--- src/sv/xbt_pkg.sv ---
// ----------------------------------------------------------------------------
// XML block tokenizer package
// Shared types, byte codes and sizes for the byte-serial XML block lexer.
// ----------------------------------------------------------------------------
package xbt_pkg;

  // Default width of the internal byte offset counter.
  localparam int OFFSET_WIDTH_DEF = 32;
  // Default depth of the queue between the front and back parts.
  localparam int QUEUE_DEPTH_DEF = 4;

  // Width of one byte.
  localparam int BYTE_W = 8;

  // Byte codes the lexer looks at.
  localparam logic [7:0] CH_NUL    = 8'h00;
  localparam logic [7:0] CH_TAB    = 8'h09;
  localparam logic [7:0] CH_LF     = 8'h0A;
  localparam logic [7:0] CH_VT     = 8'h0B;
  localparam logic [7:0] CH_FF     = 8'h0C;
  localparam logic [7:0] CH_CR     = 8'h0D;
  localparam logic [7:0] CH_SPACE  = 8'h20;
  localparam logic [7:0] CH_BANG   = 8'h21;
  localparam logic [7:0] CH_DQUOTE = 8'h22;
  localparam logic [7:0] CH_SQUOTE = 8'h27;
  localparam logic [7:0] CH_DASH   = 8'h2D;
  localparam logic [7:0] CH_SLASH  = 8'h2F;
  localparam logic [7:0] CH_LT     = 8'h3C;
  localparam logic [7:0] CH_GT     = 8'h3E;
  localparam logic [7:0] CH_QMARK  = 8'h3F;
  localparam logic [7:0] CH_L      = 8'h6C;
  localparam logic [7:0] CH_M      = 8'h6D;
  localparam logic [7:0] CH_X      = 8'h78;

  // Kind of a reported block.
  typedef enum logic [2:0] {
    KIND_TEXT    = 3'd0,
    KIND_COMMENT = 3'd1,
    KIND_PROLOG  = 3'd2,
    KIND_OPEN    = 3'd3,
    KIND_CLOSE   = 3'd4,
    KIND_EMPTY   = 3'd5,
    KIND_END     = 3'd6,
    KIND_ERROR   = 3'd7
  } kind_t;

  // Scanner phase of the back part.
  typedef enum logic [2:0] {
    PH_IDLE    = 3'd0,
    PH_TEXT    = 3'd1,
    PH_LT      = 3'd2,
    PH_TAG     = 3'd3,
    PH_COMMENT = 3'd4,
    PH_PROLOG  = 3'd5,
    PH_DROP    = 3'd6
  } phase_t;

  // Category of a block that opened with '<'.
  typedef enum logic [2:0] {
    CAT_NONE    = 3'd0,
    CAT_COMMENT = 3'd1,
    CAT_PROLOG  = 3'd2,
    CAT_OPEN    = 3'd3,
    CAT_CLOSE   = 3'd4
  } cat_t;

  // Byte classification made by the front part.
  typedef struct packed {
    logic       is_zero;
    logic       is_lt;
    logic       is_gt;
    logic       is_space;
    logic       is_quote;
    logic [1:0] extra;     // UTF-8 continuation bytes announced by a lead byte
  } byte_class_t;

  localparam int CLASS_W = $bits(byte_class_t);

endpackage

--- src/sv/xbt_front.sv ---
// ----------------------------------------------------------------------------
// XML block tokenizer front part
// Accepts document bytes, tags each with its offset and classifies it.
// ----------------------------------------------------------------------------
module xbt_front #(
  parameter int OFFSET_WIDTH = xbt_pkg::OFFSET_WIDTH_DEF
) (
  input  logic                          clk,
  input  logic                          rst,
  // Byte stream in.
  input  logic                          s_axis_tvalid,
  output logic                          s_axis_tready,
  input  logic [7:0]                    s_axis_tdata,   // doc_byte
  // Queue write side.
  input  logic                          q_ready,
  output logic                          q_push,
  output logic [7:0]                    q_byte,
  output xbt_pkg::byte_class_t          q_class,
  output logic [OFFSET_WIDTH-1:0]       q_offset
);

  logic [OFFSET_WIDTH-1:0] byte_offset;
  logic [OFFSET_WIDTH-1:0] byte_offset_next;
  logic [7:0]              b;

  assign b             = s_axis_tdata;
  assign s_axis_tready = q_ready;
  assign q_push        = s_axis_tvalid && q_ready;
  assign q_byte        = b;
  assign q_offset      = byte_offset;

  // Classify the byte for the scanner.
  always_comb begin
    q_class.is_zero  = (b == xbt_pkg::CH_NUL);
    q_class.is_lt    = (b == xbt_pkg::CH_LT);
    q_class.is_gt    = (b == xbt_pkg::CH_GT);
    q_class.is_space = (b == xbt_pkg::CH_SPACE) || (b == xbt_pkg::CH_TAB) ||
                       (b == xbt_pkg::CH_LF) || (b == xbt_pkg::CH_VT) ||
                       (b == xbt_pkg::CH_FF) || (b == xbt_pkg::CH_CR);
    q_class.is_quote = (b == xbt_pkg::CH_SQUOTE) || (b == xbt_pkg::CH_DQUOTE);
    if (b[7:5] == 3'b110) begin
      q_class.extra = 2'd1;
    end else if (b[7:4] == 4'b1110) begin
      q_class.extra = 2'd2;
    end else if (b[7:3] == 5'b11110) begin
      q_class.extra = 2'd3;
    end else begin
      q_class.extra = 2'd0;
    end
  end

  // Offset counter saturates and restarts after the document end.
  always_comb begin
    if (b == xbt_pkg::CH_NUL) begin
      byte_offset_next = '0;
    end else if (&byte_offset) begin
      byte_offset_next = byte_offset;
    end else begin
      byte_offset_next = byte_offset + 1'b1;
    end
  end

  always_ff @(posedge clk) begin
    if (rst) begin
      byte_offset <= '0;
    end else if (q_push) begin
      byte_offset <= byte_offset_next;
    end
  end

endmodule

--- src/sv/xbt_queue.sv ---
// ----------------------------------------------------------------------------
// XML block tokenizer queue
// Short register queue that decouples the front and back parts.
// ----------------------------------------------------------------------------
module xbt_queue #(
  parameter int DATA_W      = 8,
  parameter int QUEUE_DEPTH = xbt_pkg::QUEUE_DEPTH_DEF,
  localparam int PTR_W      = (QUEUE_DEPTH > 1) ? $clog2(QUEUE_DEPTH) : 1,
  localparam int CNT_W      = $clog2(QUEUE_DEPTH + 1)
) (
  input  logic              clk,
  input  logic              rst,
  input  logic              push,
  input  logic [DATA_W-1:0] wr_data,
  output logic              ready,
  input  logic              pop,
  output logic              valid,
  output logic [DATA_W-1:0] rd_data,
  output logic [CNT_W-1:0]  count
);

  logic [DATA_W-1:0] mem [QUEUE_DEPTH];
  logic [PTR_W-1:0]  wr_ptr;
  logic [PTR_W-1:0]  rd_ptr;

  assign ready   = (count != CNT_W'(QUEUE_DEPTH));
  assign valid   = (count != '0);
  assign rd_data = mem[rd_ptr];

  // Storage write.
  always_ff @(posedge clk) begin
    if (push) begin
      mem[wr_ptr] <= wr_data;
    end
  end

  // Pointers and fill count.
  always_ff @(posedge clk) begin
    if (rst) begin
      wr_ptr <= '0;
      rd_ptr <= '0;
      count  <= '0;
    end else begin
      if (push) begin
        wr_ptr <= (wr_ptr == PTR_W'(QUEUE_DEPTH - 1)) ? '0 : wr_ptr + 1'b1;
      end
      if (pop) begin
        rd_ptr <= (rd_ptr == PTR_W'(QUEUE_DEPTH - 1)) ? '0 : rd_ptr + 1'b1;
      end
      if (push && !pop) begin
        count <= count + 1'b1;
      end else if (pop && !push) begin
        count <= count - 1'b1;
      end
    end
  end

endmodule

--- src/sv/xbt_back.sv ---
// ----------------------------------------------------------------------------
// XML block tokenizer back part
// Runs the block scanner over classified bytes and registers each result.
// ----------------------------------------------------------------------------
module xbt_back #(
  parameter int OFFSET_WIDTH = xbt_pkg::OFFSET_WIDTH_DEF
) (
  input  logic                    clk,
  input  logic                    rst,
  // Queue read side.
  input  logic                    q_valid,
  output logic                    q_pop,
  input  logic [7:0]              q_byte,
  input  xbt_pkg::byte_class_t    q_class,
  input  logic [OFFSET_WIDTH-1:0] q_offset,
  // Block stream out.
  output logic                    m_axis_tvalid,
  input  logic                    m_axis_tready,
  output logic [63:0]             m_axis_tdata,   // start_offset, end_offset
  output logic [2:0]              m_axis_tuser    // block_kind
);

  // Scanner state.
  xbt_pkg::phase_t         scan_phase, scan_phase_next;
  logic [2:0]              tag_position, tag_position_next;
  xbt_pkg::cat_t           tag_category, tag_category_next;
  logic                    in_literal, in_literal_next;
  logic [7:0]              literal_mark, literal_mark_next;
  logic [15:0]             recent_bytes, recent_bytes_next;
  logic [1:0]              continuation_left, continuation_left_next;
  logic [OFFSET_WIDTH-1:0] block_start, block_start_next;

  // Output register.
  logic                    out_valid;
  xbt_pkg::kind_t          out_kind;
  logic [31:0]             out_start;
  logic [31:0]             out_end;

  // Shared decode.
  logic [7:0]              b;
  logic [7:0]              prev;
  logic [7:0]              prev2;
  logic [2:0]              pos_n;
  logic                    live;
  logic                    tag_keep;
  xbt_pkg::cat_t           cat_lt;
  xbt_pkg::cat_t           cat_body;
  logic                    body_on;
  logic                    body_end;
  xbt_pkg::kind_t          body_kind;
  logic                    emit;
  xbt_pkg::kind_t          emit_kind;
  logic [OFFSET_WIDTH-1:0] emit_start;
  logic [OFFSET_WIDTH-1:0] emit_end;

  assign b     = q_byte;
  assign prev  = recent_bytes[7:0];
  assign prev2 = recent_bytes[15:8];
  assign pos_n = (tag_position != 3'd7) ? tag_position + 3'd1 : 3'd7;
  assign q_pop = q_valid && (!out_valid || m_axis_tready);

  // A byte that the scanner examines: not the end, not dropped, not skipped.
  assign live = !q_class.is_zero && (scan_phase != xbt_pkg::PH_DROP) &&
                (continuation_left == 2'd0);

  // Category picked by the byte after '<'.
  always_comb begin
    if (b == xbt_pkg::CH_BANG) begin
      cat_lt = xbt_pkg::CAT_COMMENT;
    end else if (b == xbt_pkg::CH_QMARK) begin
      cat_lt = xbt_pkg::CAT_PROLOG;
    end else if (b == xbt_pkg::CH_SLASH) begin
      cat_lt = xbt_pkg::CAT_CLOSE;
    end else begin
      cat_lt = xbt_pkg::CAT_OPEN;
    end
  end

  // The comment or prolog prefix is still being matched.
  assign tag_keep =
    ((tag_category == xbt_pkg::CAT_COMMENT) &&
     ((pos_n == 3'd2) || (pos_n == 3'd3)) && (b == xbt_pkg::CH_DASH)) ||
    ((tag_category == xbt_pkg::CAT_PROLOG) &&
     (((pos_n == 3'd2) && (b == xbt_pkg::CH_X)) ||
      ((pos_n == 3'd3) && (b == xbt_pkg::CH_M)) ||
      ((pos_n == 3'd4) && (b == xbt_pkg::CH_L))));

  // Category in force for a tag or prolog body byte; a broken prefix is an open tag.
  always_comb begin
    if (scan_phase == xbt_pkg::PH_LT) begin
      cat_body = cat_lt;
    end else if ((scan_phase == xbt_pkg::PH_TAG) &&
                 ((tag_category == xbt_pkg::CAT_COMMENT) ||
                  (tag_category == xbt_pkg::CAT_PROLOG))) begin
      cat_body = xbt_pkg::CAT_OPEN;
    end else begin
      cat_body = tag_category;
    end
  end

  assign body_on = live &&
    (((scan_phase == xbt_pkg::PH_LT) && !q_class.is_space) ||
     ((scan_phase == xbt_pkg::PH_TAG) && !tag_keep) ||
     (scan_phase == xbt_pkg::PH_PROLOG));

  // A '>' outside a literal closes the tag; a prolog also needs '?' before it.
  assign body_end = body_on && !in_literal && !q_class.is_quote && q_class.is_gt &&
                    ((scan_phase != xbt_pkg::PH_PROLOG) || (prev == xbt_pkg::CH_QMARK));

  always_comb begin
    case (cat_body)
      xbt_pkg::CAT_COMMENT: body_kind = xbt_pkg::KIND_COMMENT;
      xbt_pkg::CAT_PROLOG:  body_kind = xbt_pkg::KIND_PROLOG;
      xbt_pkg::CAT_CLOSE:   body_kind = xbt_pkg::KIND_CLOSE;
      xbt_pkg::CAT_OPEN: begin
        body_kind = (prev == xbt_pkg::CH_SLASH) ? xbt_pkg::KIND_EMPTY : xbt_pkg::KIND_OPEN;
      end
      default:              body_kind = xbt_pkg::KIND_TEXT;
    endcase
  end

  // Result of the byte at the queue head.
  always_comb begin
    emit       = 1'b0;
    emit_kind  = xbt_pkg::KIND_ERROR;
    emit_start = block_start;
    emit_end   = q_offset;
    if (q_class.is_zero) begin
      if ((scan_phase == xbt_pkg::PH_IDLE) || (scan_phase == xbt_pkg::PH_TEXT)) begin
        emit       = 1'b1;
        emit_kind  = xbt_pkg::KIND_END;
        emit_start = q_offset;
      end else if (scan_phase != xbt_pkg::PH_DROP) begin
        emit = 1'b1;
      end
    end else if (live) begin
      if ((scan_phase == xbt_pkg::PH_TEXT) && q_class.is_lt) begin
        emit      = 1'b1;
        emit_kind = xbt_pkg::KIND_TEXT;
        emit_end  = (q_offset > block_start) ? q_offset - 1'b1 : q_offset;
      end else if ((scan_phase == xbt_pkg::PH_LT) && q_class.is_space) begin
        emit = 1'b1;
      end else if ((scan_phase == xbt_pkg::PH_COMMENT) && q_class.is_gt &&
                   (prev == xbt_pkg::CH_DASH) && (prev2 == xbt_pkg::CH_DASH)) begin
        emit      = 1'b1;
        emit_kind = xbt_pkg::KIND_COMMENT;
      end else if (body_end) begin
        emit      = 1'b1;
        emit_kind = body_kind;
      end
    end
  end

  // Next scanner state.
  always_comb begin
    scan_phase_next        = scan_phase;
    tag_position_next      = tag_position;
    tag_category_next      = tag_category;
    in_literal_next        = in_literal;
    literal_mark_next      = literal_mark;
    recent_bytes_next      = recent_bytes;
    continuation_left_next = continuation_left;
    block_start_next       = block_start;
    if (q_class.is_zero) begin
      scan_phase_next        = xbt_pkg::PH_IDLE;
      tag_position_next      = '0;
      tag_category_next      = xbt_pkg::CAT_NONE;
      in_literal_next        = 1'b0;
      literal_mark_next      = '0;
      recent_bytes_next      = '0;
      continuation_left_next = '0;
      block_start_next       = '0;
    end else if (scan_phase != xbt_pkg::PH_DROP) begin
      tag_position_next = pos_n;
      if (continuation_left != 2'd0) begin
        // Skipped continuation byte: held as zero in the byte history.
        continuation_left_next = continuation_left - 2'd1;
        recent_bytes_next      = {recent_bytes[7:0], 8'h00};
      end else begin
        recent_bytes_next      = {recent_bytes[7:0], b};
        continuation_left_next = q_class.extra;
        case (scan_phase)
          xbt_pkg::PH_IDLE: begin
            block_start_next = q_offset;
            if (q_class.is_lt) begin
              scan_phase_next   = xbt_pkg::PH_LT;
              tag_position_next = '0;
              tag_category_next = xbt_pkg::CAT_NONE;
              in_literal_next   = 1'b0;
            end else begin
              scan_phase_next = xbt_pkg::PH_TEXT;
            end
          end
          xbt_pkg::PH_TEXT: begin
            if (q_class.is_lt) begin
              scan_phase_next   = xbt_pkg::PH_LT;
              block_start_next  = q_offset;
              tag_position_next = '0;
              tag_category_next = xbt_pkg::CAT_NONE;
              in_literal_next   = 1'b0;
            end
          end
          xbt_pkg::PH_LT: begin
            if (q_class.is_space) begin
              scan_phase_next = xbt_pkg::PH_DROP;
            end else begin
              scan_phase_next   = xbt_pkg::PH_TAG;
              tag_category_next = cat_lt;
            end
          end
          xbt_pkg::PH_TAG: begin
            if (tag_keep) begin
              if ((tag_category == xbt_pkg::CAT_COMMENT) && (pos_n == 3'd3)) begin
                scan_phase_next   = xbt_pkg::PH_COMMENT;
                recent_bytes_next = '0;
              end else if ((tag_category == xbt_pkg::CAT_PROLOG) && (pos_n == 3'd4)) begin
                scan_phase_next   = xbt_pkg::PH_PROLOG;
                recent_bytes_next = '0;
                in_literal_next   = 1'b0;
              end
            end else begin
              tag_category_next = cat_body;
            end
          end
          xbt_pkg::PH_PROLOG: begin
          end
          xbt_pkg::PH_COMMENT: begin
            if (emit) begin
              scan_phase_next = xbt_pkg::PH_IDLE;
            end
          end
          default: begin
            scan_phase_next = xbt_pkg::PH_DROP;
          end
        endcase
        // Literal tracking and tag close for tag and prolog bodies.
        if (body_on) begin
          if (in_literal) begin
            if (b == literal_mark) begin
              in_literal_next = 1'b0;
            end
          end else if (q_class.is_quote) begin
            in_literal_next   = 1'b1;
            literal_mark_next = b;
          end else if (body_end) begin
            scan_phase_next = xbt_pkg::PH_IDLE;
          end
        end
      end
    end
  end

  // Scanner registers advance on each byte taken from the queue.
  always_ff @(posedge clk) begin
    if (rst) begin
      scan_phase        <= xbt_pkg::PH_IDLE;
      tag_position      <= '0;
      tag_category      <= xbt_pkg::CAT_NONE;
      in_literal        <= 1'b0;
      literal_mark      <= '0;
      recent_bytes      <= '0;
      continuation_left <= '0;
      block_start       <= '0;
    end else if (q_pop) begin
      scan_phase        <= scan_phase_next;
      tag_position      <= tag_position_next;
      tag_category      <= tag_category_next;
      in_literal        <= in_literal_next;
      literal_mark      <= literal_mark_next;
      recent_bytes      <= recent_bytes_next;
      continuation_left <= continuation_left_next;
      block_start       <= block_start_next;
    end
  end

  // Output register holds a result until its transfer.
  always_ff @(posedge clk) begin
    if (rst) begin
      out_valid <= 1'b0;
    end else if (q_pop && emit) begin
      out_valid <= 1'b1;
    end else if (m_axis_tready) begin
      out_valid <= 1'b0;
    end
  end

  always_ff @(posedge clk) begin
    if (q_pop && emit) begin
      out_kind  <= emit_kind;
      out_start <= 32'(emit_start);
      out_end   <= 32'(emit_end);
    end
  end

  assign m_axis_tvalid = out_valid;
  assign m_axis_tdata  = {out_end, out_start};
  assign m_axis_tuser  = out_kind;

endmodule

--- src/sv/xml_block_tokenizer_top.sv ---
// ----------------------------------------------------------------------------
// XML block tokenizer
// Byte-serial XML lexer that reports text, comment, prolog and tag blocks, and end-of-document and error results.
// ----------------------------------------------------------------------------
//  Channel   Direction  Payload
//  s_axis    in         tdata[7:0] doc_byte
//  m_axis    out        tuser[2:0] block_kind; tdata[31:0] start_offset,
//                       tdata[63:32] end_offset
//
// One byte is taken per cycle while the queue has room. A byte is written into the
// queue on its input transfer, and its result is registered in the output register
// when the back part pops it from the queue.
// The scanner step in the back part sets the rate at one byte per cycle.
// While a result waits on m_axis_tready the back part stops, and the queue takes
// up to QUEUE_DEPTH bytes before s_axis_tready drops. Reset clears the scanner,
// queue and offset counter.
module xml_block_tokenizer_top #(
  parameter int OFFSET_WIDTH = xbt_pkg::OFFSET_WIDTH_DEF,
  parameter int QUEUE_DEPTH  = xbt_pkg::QUEUE_DEPTH_DEF
) (
  input  logic        clk,
  input  logic        rst,
  input  logic        s_axis_tvalid,
  output logic        s_axis_tready,
  input  logic [7:0]  s_axis_tdata,   // doc_byte
  output logic        m_axis_tvalid,
  input  logic        m_axis_tready,
  output logic [63:0] m_axis_tdata,   // start_offset, end_offset
  output logic [2:0]  m_axis_tuser    // block_kind
);

  localparam int DATA_W = xbt_pkg::BYTE_W + xbt_pkg::CLASS_W + OFFSET_WIDTH;
  localparam int CNT_W  = $clog2(QUEUE_DEPTH + 1);

  logic                    q_ready;
  logic                    q_push;
  logic [7:0]              f_byte;
  xbt_pkg::byte_class_t    f_class;
  logic [OFFSET_WIDTH-1:0] f_offset;
  logic                    q_valid;
  logic                    q_pop;
  logic [DATA_W-1:0]       q_rd_data;
  logic [CNT_W-1:0]        q_count;
  logic [7:0]              b_byte;
  xbt_pkg::byte_class_t    b_class;
  logic [OFFSET_WIDTH-1:0] b_offset;

  // Front: offset and byte class.
  xbt_front #(
    .OFFSET_WIDTH (OFFSET_WIDTH)
  ) u_front (
    .clk           (clk),
    .rst           (rst),
    .s_axis_tvalid (s_axis_tvalid),
    .s_axis_tready (s_axis_tready),
    .s_axis_tdata  (s_axis_tdata),
    .q_ready       (q_ready),
    .q_push        (q_push),
    .q_byte        (f_byte),
    .q_class       (f_class),
    .q_offset      (f_offset)
  );

  // Queue between the two parts.
  xbt_queue #(
    .DATA_W      (DATA_W),
    .QUEUE_DEPTH (QUEUE_DEPTH)
  ) u_queue (
    .clk     (clk),
    .rst     (rst),
    .push    (q_push),
    .wr_data ({f_offset, f_class, f_byte}),
    .ready   (q_ready),
    .pop     (q_pop),
    .valid   (q_valid),
    .rd_data (q_rd_data),
    .count   (q_count)
  );

  assign {b_offset, b_class, b_byte} = q_rd_data;

  // Back: block scanner and output register.
  xbt_back #(
    .OFFSET_WIDTH (OFFSET_WIDTH)
  ) u_back (
    .clk           (clk),
    .rst           (rst),
    .q_valid       (q_valid),
    .q_pop         (q_pop),
    .q_byte        (b_byte),
    .q_class       (b_class),
    .q_offset      (b_offset),
    .m_axis_tvalid (m_axis_tvalid),
    .m_axis_tready (m_axis_tready),
    .m_axis_tdata  (m_axis_tdata),
    .m_axis_tuser  (m_axis_tuser)
  );

`ifndef ASSERT_OFF
  // The queue never holds more than its depth.
  a_queue_bound: assert property (@(posedge clk) disable iff (rst)
    q_count <= CNT_W'(QUEUE_DEPTH))
    else $error("queue count exceeds depth");

  // The back part only reads a queue that has an entry.
  a_pop_nonempty: assert property (@(posedge clk) disable iff (rst)
    q_pop |-> (q_count != '0))
    else $error("pop from empty queue");

  // An end-of-document result starts and ends at the zero byte.
  a_end_single: assert property (@(posedge clk) disable iff (rst)
    (m_axis_tvalid && (m_axis_tuser == 3'(xbt_pkg::KIND_END))) |->
      (m_axis_tdata[31:0] == m_axis_tdata[63:32]))
    else $error("end-of-document offsets differ");

  // Offsets of a result never run backward when they fit the port.
  a_order: assert property (@(posedge clk) disable iff (rst)
    (m_axis_tvalid && (OFFSET_WIDTH <= 32)) |->
      (m_axis_tdata[31:0] <= m_axis_tdata[63:32]))
    else $error("block end before block start");
`endif

endmodule
--- config.mk ---
export PLATFORM = sky130hd
export DESIGN_NAME = xml_block_tokenizer_top
export DESIGN_NICKNAME = d
export VERILOG_FILES = /design/src/sv/xbt_pkg.sv /design/src/sv/xbt_front.sv /design/src/sv/xbt_queue.sv /design/src/sv/xbt_back.sv /design/src/sv/xml_block_tokenizer_top.sv
export SDC_FILE = /design/constraint.sdc
export NUM_CORES = 1
export LEC_CHECK = 0
export BUFFER_PORTS_ARGS = -buffer_cell sky130_fd_sc_hd__buf_2
export CAP_MARGIN = 20
export CORE_MARGIN = 2
export CORE_UTILIZATION = 40
export CTS_BUF_LIST = sky130_fd_sc_hd__clkbuf_4
export CTS_CLUSTER_SIZE = 8
export DETAILED_ROUTE_END_ITERATION = 10
export HOLD_SLACK_MARGIN = 0.03
export SLEW_MARGIN = 5
export SYNTH_ARGS = -nofsm -noshare
export SYNTH_HDL_FRONTEND = slang
export SYNTH_SLANG_ARGS = --single-unit
--- constraint.sdc ---
create_clock -name clk -period 5.6 [get_ports clk]
set_input_delay 0.84 -clock clk [delete_from_list [all_inputs] [get_ports clk]]
set_output_delay 0.84 -clock clk [all_outputs]
set_load 0.05 [all_outputs]
==> metrics.txt <==
# TYPE chip_impl_metric gauge
chip_impl_info{name="status",value="completed"} 1
chip_impl_metric{name="floorplan.initialDensity",unit="%"} 40.3
chip_impl_metric{name="max_stage_delay",unit="ns"} 0.83
chip_impl_metric{name="multiInputGateArea",unit="um^2"} 5690
chip_impl_metric{name="row_count",unit=""} 73
chip_impl_metric{name="r2r_cells",unit=""} 10
chip_impl_metric{name="antenna_violating_nets_post_route",unit=""} 0
chip_impl_metric{name="syn_area_per_cell",unit="um^2"} 13.2
chip_impl_info{name="ctsRootBufferMaster",value="sky130_fd_sc_hd__clkbuf_4"} 1
chip_impl_metric{name="finalCoreUtilization",unit="%"} 46.1
chip_impl_metric{name="finalCriticalPeriod",unit="ns"} 4.54
chip_impl_info{name="list_of_cells_traversed_by_the_critical_path",value="mux4_1 > ha_1 > a21oi_1 > nor2b_1 > a2111oi_0 > a211oi_1 > o21ai_0 > a21o_1 > nor4_1 > xor2_1"} 1
chip_impl_metric{name="fillerInstances",unit=""} 3568
chip_impl_metric{name="num_io_pins",unit=""} 81
chip_impl_metric{name="fin_crit_sh",unit="%"} 81.0
chip_impl_metric{name="worstPathRequired",unit="ns"} 6.06
chip_impl_metric{name="min_delay_path_depth",unit=""} 1
chip_impl_metric{name="post_cts.repair.setup_buffers",unit=""} 0
chip_impl_metric{name="ys_async_sr_fraction",unit="%"} 0
chip_impl_metric{name="power_frac_comb",unit="%"} 40.9
chip_impl_metric{name="worst_hold_slack",unit="ns"} 0.419
chip_impl_metric{name="synth_cells",unit=""} 1204
chip_impl_info{name="most_frequent_standard_cell_in_the_layout_excluding_fill_and_tap_cells",value="sky130_fd_sc_hd__edfxtp_1"} 1
chip_impl_metric{name="fmaxAchievable",unit="MHz"} 220
chip_impl_metric{name="initial_antenna_violation_count",unit=""} 3
chip_impl_metric{name="io_buffer_count",unit=""} 80
chip_impl_info{name="crit_type",value="reg -> reg"} 1
chip_impl_info{name="min-delay-start",value="s_axis_tdata[7]"} 1
chip_impl_metric{name="fraction_of_power_consumed_by_sequential_logic",unit="%"} 37.0
chip_impl_metric{name="layout-drive-gt1-share",unit="%"} 24.4
chip_impl_metric{name="sw_frac_of_total",unit="%"} 40.6
chip_impl_info{name="endpoint_kind",value="flip-flop"} 1
chip_impl_metric{name="detailroute.via_count",unit=""} 10200
chip_impl_metric{name="cts.sinks",unit=""} 365
chip_impl_metric{name="clock_power_share",unit="%"} 22.0
chip_impl_metric{name="detailedRoute.firstPassIterationCount",unit=""} 5
chip_impl_metric{name="synthToLayoutAreaGrowth",unit="%"} 14.3
chip_impl_metric{name="post-layout-total-power",unit="mW"} 10.6
chip_impl_metric{name="p_per_area",unit="nW/um^2"} 582
chip_impl_metric{name="clk_latency",unit="ns"} 0.74
chip_impl_metric{name="reg2reg_slack",unit="ns"} 1.06
chip_impl_metric{name="drc_errors",unit=""} 0
chip_impl_metric{name="met1Wirelength",unit="um"} 16500
chip_impl_metric{name="cts_made_buffers",unit=""} 91
chip_impl_metric{name="path_max_fanout",unit=""} 36
chip_impl_info{name="crit_path_start_kind",value="flip-flop"} 1
chip_impl_info{name="regToRegEndpoint",value="u_back.out_end[7]$_DFFE_PP_"} 1
chip_impl_metric{name="final_hpwl_from_detailed_placement",unit="um"} 22400
chip_impl_metric{name="timing_worst_slew_pin_value",unit="ns"} 1.05
chip_impl_info{name="critical_path.top_delay_family",value="compound AO/OA/AOI/OAI gates"} 1
chip_impl_metric{name="power_leakage",unit="nW"} 6.39
chip_impl_metric{name="slew_headroom",unit="%"} 30.0
chip_impl_metric{name="nNetsFinal",unit=""} 1404
chip_impl_metric{name="vias_in_the_first_global_route",unit=""} 10000
chip_impl_metric{name="globalplace.congestion",unit=""} 0.831
chip_impl_metric{name="route.detailed.vias_per_inst",unit=""} 5.24
chip_impl_metric{name="power.net_switching",unit="mW"} 4.30
chip_impl_info{name="rsz0062_at_grt",value="no"} 1
chip_impl_metric{name="number_of_buffers_added_to_fix_hold_violations_after_cts",unit=""} 0
chip_impl_metric{name="register_area",unit="um^2"} 9860
chip_impl_info{name="min-delay-path-class",value="in -> reg"} 1
chip_impl_info{name="worst_path_max_delay_cell",value="sky130_fd_sc_hd__dfxtp_4"} 1
chip_impl_info{name="cts_tree",value="built"} 1
chip_impl_metric{name="tns",unit="ns"} 0
chip_impl_metric{name="initialDrtViolationCount",unit=""} 590
chip_impl_metric{name="post-route-cell-area",unit="um^2"} 18200
chip_impl_metric{name="final-max-slew-violation-count",unit=""} 0
chip_impl_metric{name="irDropWorstVdd",unit="mV"} 0.312
chip_impl_metric{name="die_x",unit="um"} 204
chip_impl_metric{name="ctsHtreeMaxLevel",unit=""} 3
chip_impl_metric{name="met3_length",unit="um"} 1760
chip_impl_metric{name="post_cts_resized",unit=""} 0
chip_impl_metric{name="die_height",unit="um"} 204
chip_impl_metric{name="grt_util_all_layers",unit="%"} 16.7
chip_impl_metric{name="first_pass_grt_wire_length",unit="um"} 54600
chip_impl_metric{name="timing.final.hold_violations",unit=""} 0
chip_impl_metric{name="maximum_root_to_sink_buffer_count",unit=""} 3
chip_impl_info{name="most-common-layout-cells",value="255 x sky130_fd_sc_hd__edfxtp_1, 140 x sky130_fd_sc_hd__clkbuf_4, 108 x sky130_fd_sc_hd__dfxtp_1, 93 x sky130_fd_sc_hd__nor2_1, 89 x sky130_fd_sc_hd__nand2_1"} 1
chip_impl_metric{name="p_int",unit="mW"} 6.30
chip_impl_info{name="synth_area_leaders",value="sky130_fd_sc_hd__edfxtp_1 48%, sky130_fd_sc_hd__dfxtp_1 14%, sky130_fd_sc_hd__mux4_2 5.9%"} 1
chip_impl_metric{name="post_drt_wl_per_cell",unit="um"} 17.5
chip_impl_metric{name="worst_setup_hold_path_clk_slew",unit="ns"} 0.07
chip_impl_metric{name="setup_violations",unit=""} 0
chip_impl_metric{name="core-area",unit="um^2"} 39500
chip_impl_info{name="worstHoldEndpoint",value="u_queue.mem[3][7]$_DFFE_PP_"} 1
chip_impl_metric{name="routed_wl",unit="um"} 34200
chip_impl_metric{name="yosys.area.top_type_share",unit="%"} 48.0
chip_impl_metric{name="synthDistinctLibCells",unit=""} 71
chip_impl_metric{name="finClkSkew",unit="ns"} 0.0313
chip_impl_info{name="highest_layer",value="met5"} 1
chip_impl_metric{name="post_synth_design_cell_area",unit="um^2"} 15900
chip_impl_metric{name="grt_start_max_net_pins",unit=""} 48
chip_impl_metric{name="cp.buffers_inverters",unit=""} 0
chip_impl_metric{name="cap_viol_max_count",unit=""} 0
chip_impl_metric{name="post_synthesis_net_count",unit=""} 1259
chip_impl_metric{name="synth-edff-count",unit=""} 255
chip_impl_info{name="yosysTopAreaCell",value="sky130_fd_sc_hd__edfxtp_1"} 1
chip_impl_info{name="synth_flop_cell",value="sky130_fd_sc_hd__edfxtp_1"} 1
chip_impl_metric{name="detailroute.wirelength.met2",unit="um"} 15300
chip_impl_metric{name="placement.cell_area",unit="um^2"} 16900
chip_impl_metric{name="postSynthRegisterBits",unit=""} 365
chip_impl_metric{name="congestion_overflow_gr",unit=""} 0
chip_impl_metric{name="dieArea",unit="um^2"} 41500
chip_impl_metric{name="ys.warnings.count",unit=""} 0
chip_impl_metric{name="seq_area_frac_synth",unit="%"} 61.8
chip_impl_metric{name="timing.critical_path.arrival",unit="ns"} 5.00
[power by group through the flow]
| stage | Sequential, mW | Combinational (mW) | Clock (mW) |
|---|---|---|---|
| 6_report | 3.92 | 4.34 | 2.33 |
| 5_1_grt | 4.00 | 4.72 | 2.55 |
| 3_5_place_dp | 4.00 | 4.33 | 0 |
| 4_1_cts | 3.94 | 4.35 | 2.40 |
| 3_3_place_gp | 3.98 | 4.31 | 0 |
| 2_1_floorplan | 4.76 | 2.46 | 0 |
[logic make-up after synthesis]
family	synth area share, %
xor gates and xnor gates	3.68
buffers and inverters	2.51
and+or+nand+nor	12.3
DFF	61.8
muxes	8.89
adders and majority gates	3.42
AOI/OAI and AO/OA	7.35
[metal layers]
layer | track usage (%) | vias to the layer above
li1 | - | 4919
met1 | 24.0 | 4990
met2 | 25.5 | 275
met3 | 3.16 | 56
met4 | 5.84 | 2
met5 | 0 | -
[stage by stage]
step                      setup slack, ns  std cells
after global routing                0.619       1955
after global placement               1.05       1780
after CTS                           0.989       1950
final                                1.06       1955
after detailed placement            0.991       1780
after floorplan                      1.04       1204
[worst reg2reg max path, cell delays in order (launching register included)]
cell,delay [ns]
sky130_fd_sc_hd__dfxtp_4,0.83
sky130_fd_sc_hd__mux4_1,0.80
sky130_fd_sc_hd__ha_1,0.39
sky130_fd_sc_hd__a21oi_1,0.17
sky130_fd_sc_hd__nor2b_1,0.06
sky130_fd_sc_hd__a2111oi_0,0.36
sky130_fd_sc_hd__a211oi_1,0.15
sky130_fd_sc_hd__o21ai_0,0.65
sky130_fd_sc_hd__a21o_1,0.57
sky130_fd_sc_hd__nor4_1,0.14
sky130_fd_sc_hd__xor2_1,0.17
[area by class of cell]
cell class / instances / share of cell area [%]
diodes: 4 / 0.0549
clock buffers: 139 / 5.73
clock inverters: 31 / 1.18
inverters: 50 / 1.03
multi-input cells: 745 / 31.3
flip-flops and latches: 365 / 54.1
well taps: 525 / 3.61
repair buffers: 96 / 2.99
[cells in the mapped netlist, types with 4 or more instances]
cell type	count
sky130_fd_sc_hd__a21oi_1	63
sky130_fd_sc_hd__nor2_1	93
sky130_fd_sc_hd__and2_1	7
sky130_fd_sc_hd__mux4_2	42
sky130_fd_sc_hd__nand2b_1	17
sky130_fd_sc_hd__or2_2	7
sky130_fd_sc_hd__inv_1	49
sky130_fd_sc_hd__nor2b_1	9
sky130_fd_sc_hd__ha_1	42
sky130_fd_sc_hd__a21o_1	12
sky130_fd_sc_hd__a22o_1	16
sky130_fd_sc_hd__and3_1	12
sky130_fd_sc_hd__mux2i_1	4
sky130_fd_sc_hd__nand4_1	20
sky130_fd_sc_hd__and4_1	7
sky130_fd_sc_hd__or3_1	11
sky130_fd_sc_hd__xor2_1	44
sky130_fd_sc_hd__a31oi_1	6
sky130_fd_sc_hd__mux4_1	4
sky130_fd_sc_hd__o21ai_0	30
sky130_fd_sc_hd__clkbuf_1	32
sky130_fd_sc_hd__or4_1	8
sky130_fd_sc_hd__a32o_1	5
sky130_fd_sc_hd__mux2_2	29
sky130_fd_sc_hd__nor3_1	26
sky130_fd_sc_hd__nand3_1	35
sky130_fd_sc_hd__xnor2_1	23
sky130_fd_sc_hd__nor4_1	15
sky130_fd_sc_hd__nand3b_1	4
sky130_fd_sc_hd__nand2_1	89
sky130_fd_sc_hd__nor3b_1	7
sky130_fd_sc_hd__a22oi_1	14
sky130_fd_sc_hd__edfxtp_1	255
sky130_fd_sc_hd__dfxtp_1	110
sky130_fd_sc_hd__buf_2	4
[state kept, by name, indices dropped and copies added, names as in the netlist, named ones only]
signal	count
u_back.block_start	32
u_back.continuation_left	2
u_back.in_literal	1
u_back.literal_mark	8
u_back.m_axis_tuser	3
u_back.m_axis_tvalid	1
u_back.out_end	32
u_back.out_start	32
u_back.recent_bytes	16
u_back.scan_phase	3
u_back.tag_category	3
u_back.tag_position	3
u_front.q_offset	32
u_queue.count	3
u_queue.mem	188
u_queue.rd_ptr	2
u_queue.wr_ptr	2
[how the worst max path moves through the flow]
stage / startpoint / end / slack, ns / depth (start not counted)
after global routing: flip-flop / u_back.out_end[7]$_DFFE_PP_ / 0.62 / 10
after floorplan: flip-flop / u_back.m_axis_tuser[0]$_DFFE_PP_ / 1.04 / 11
after CTS: flip-flop / u_back.out_end[6]$_DFFE_PP_ / 0.99 / 10
after detailed placement: flip-flop / u_back.out_start[11]$_DFFE_PP_ / 0.99 / 10
final: flip-flop / u_back.out_end[7]$_DFFE_PP_ / 1.06 / 10
after global placement: flip-flop / u_back.out_start[7]$_DFFE_PP_ / 1.05 / 10
Power figures use the tool's default switching activity.
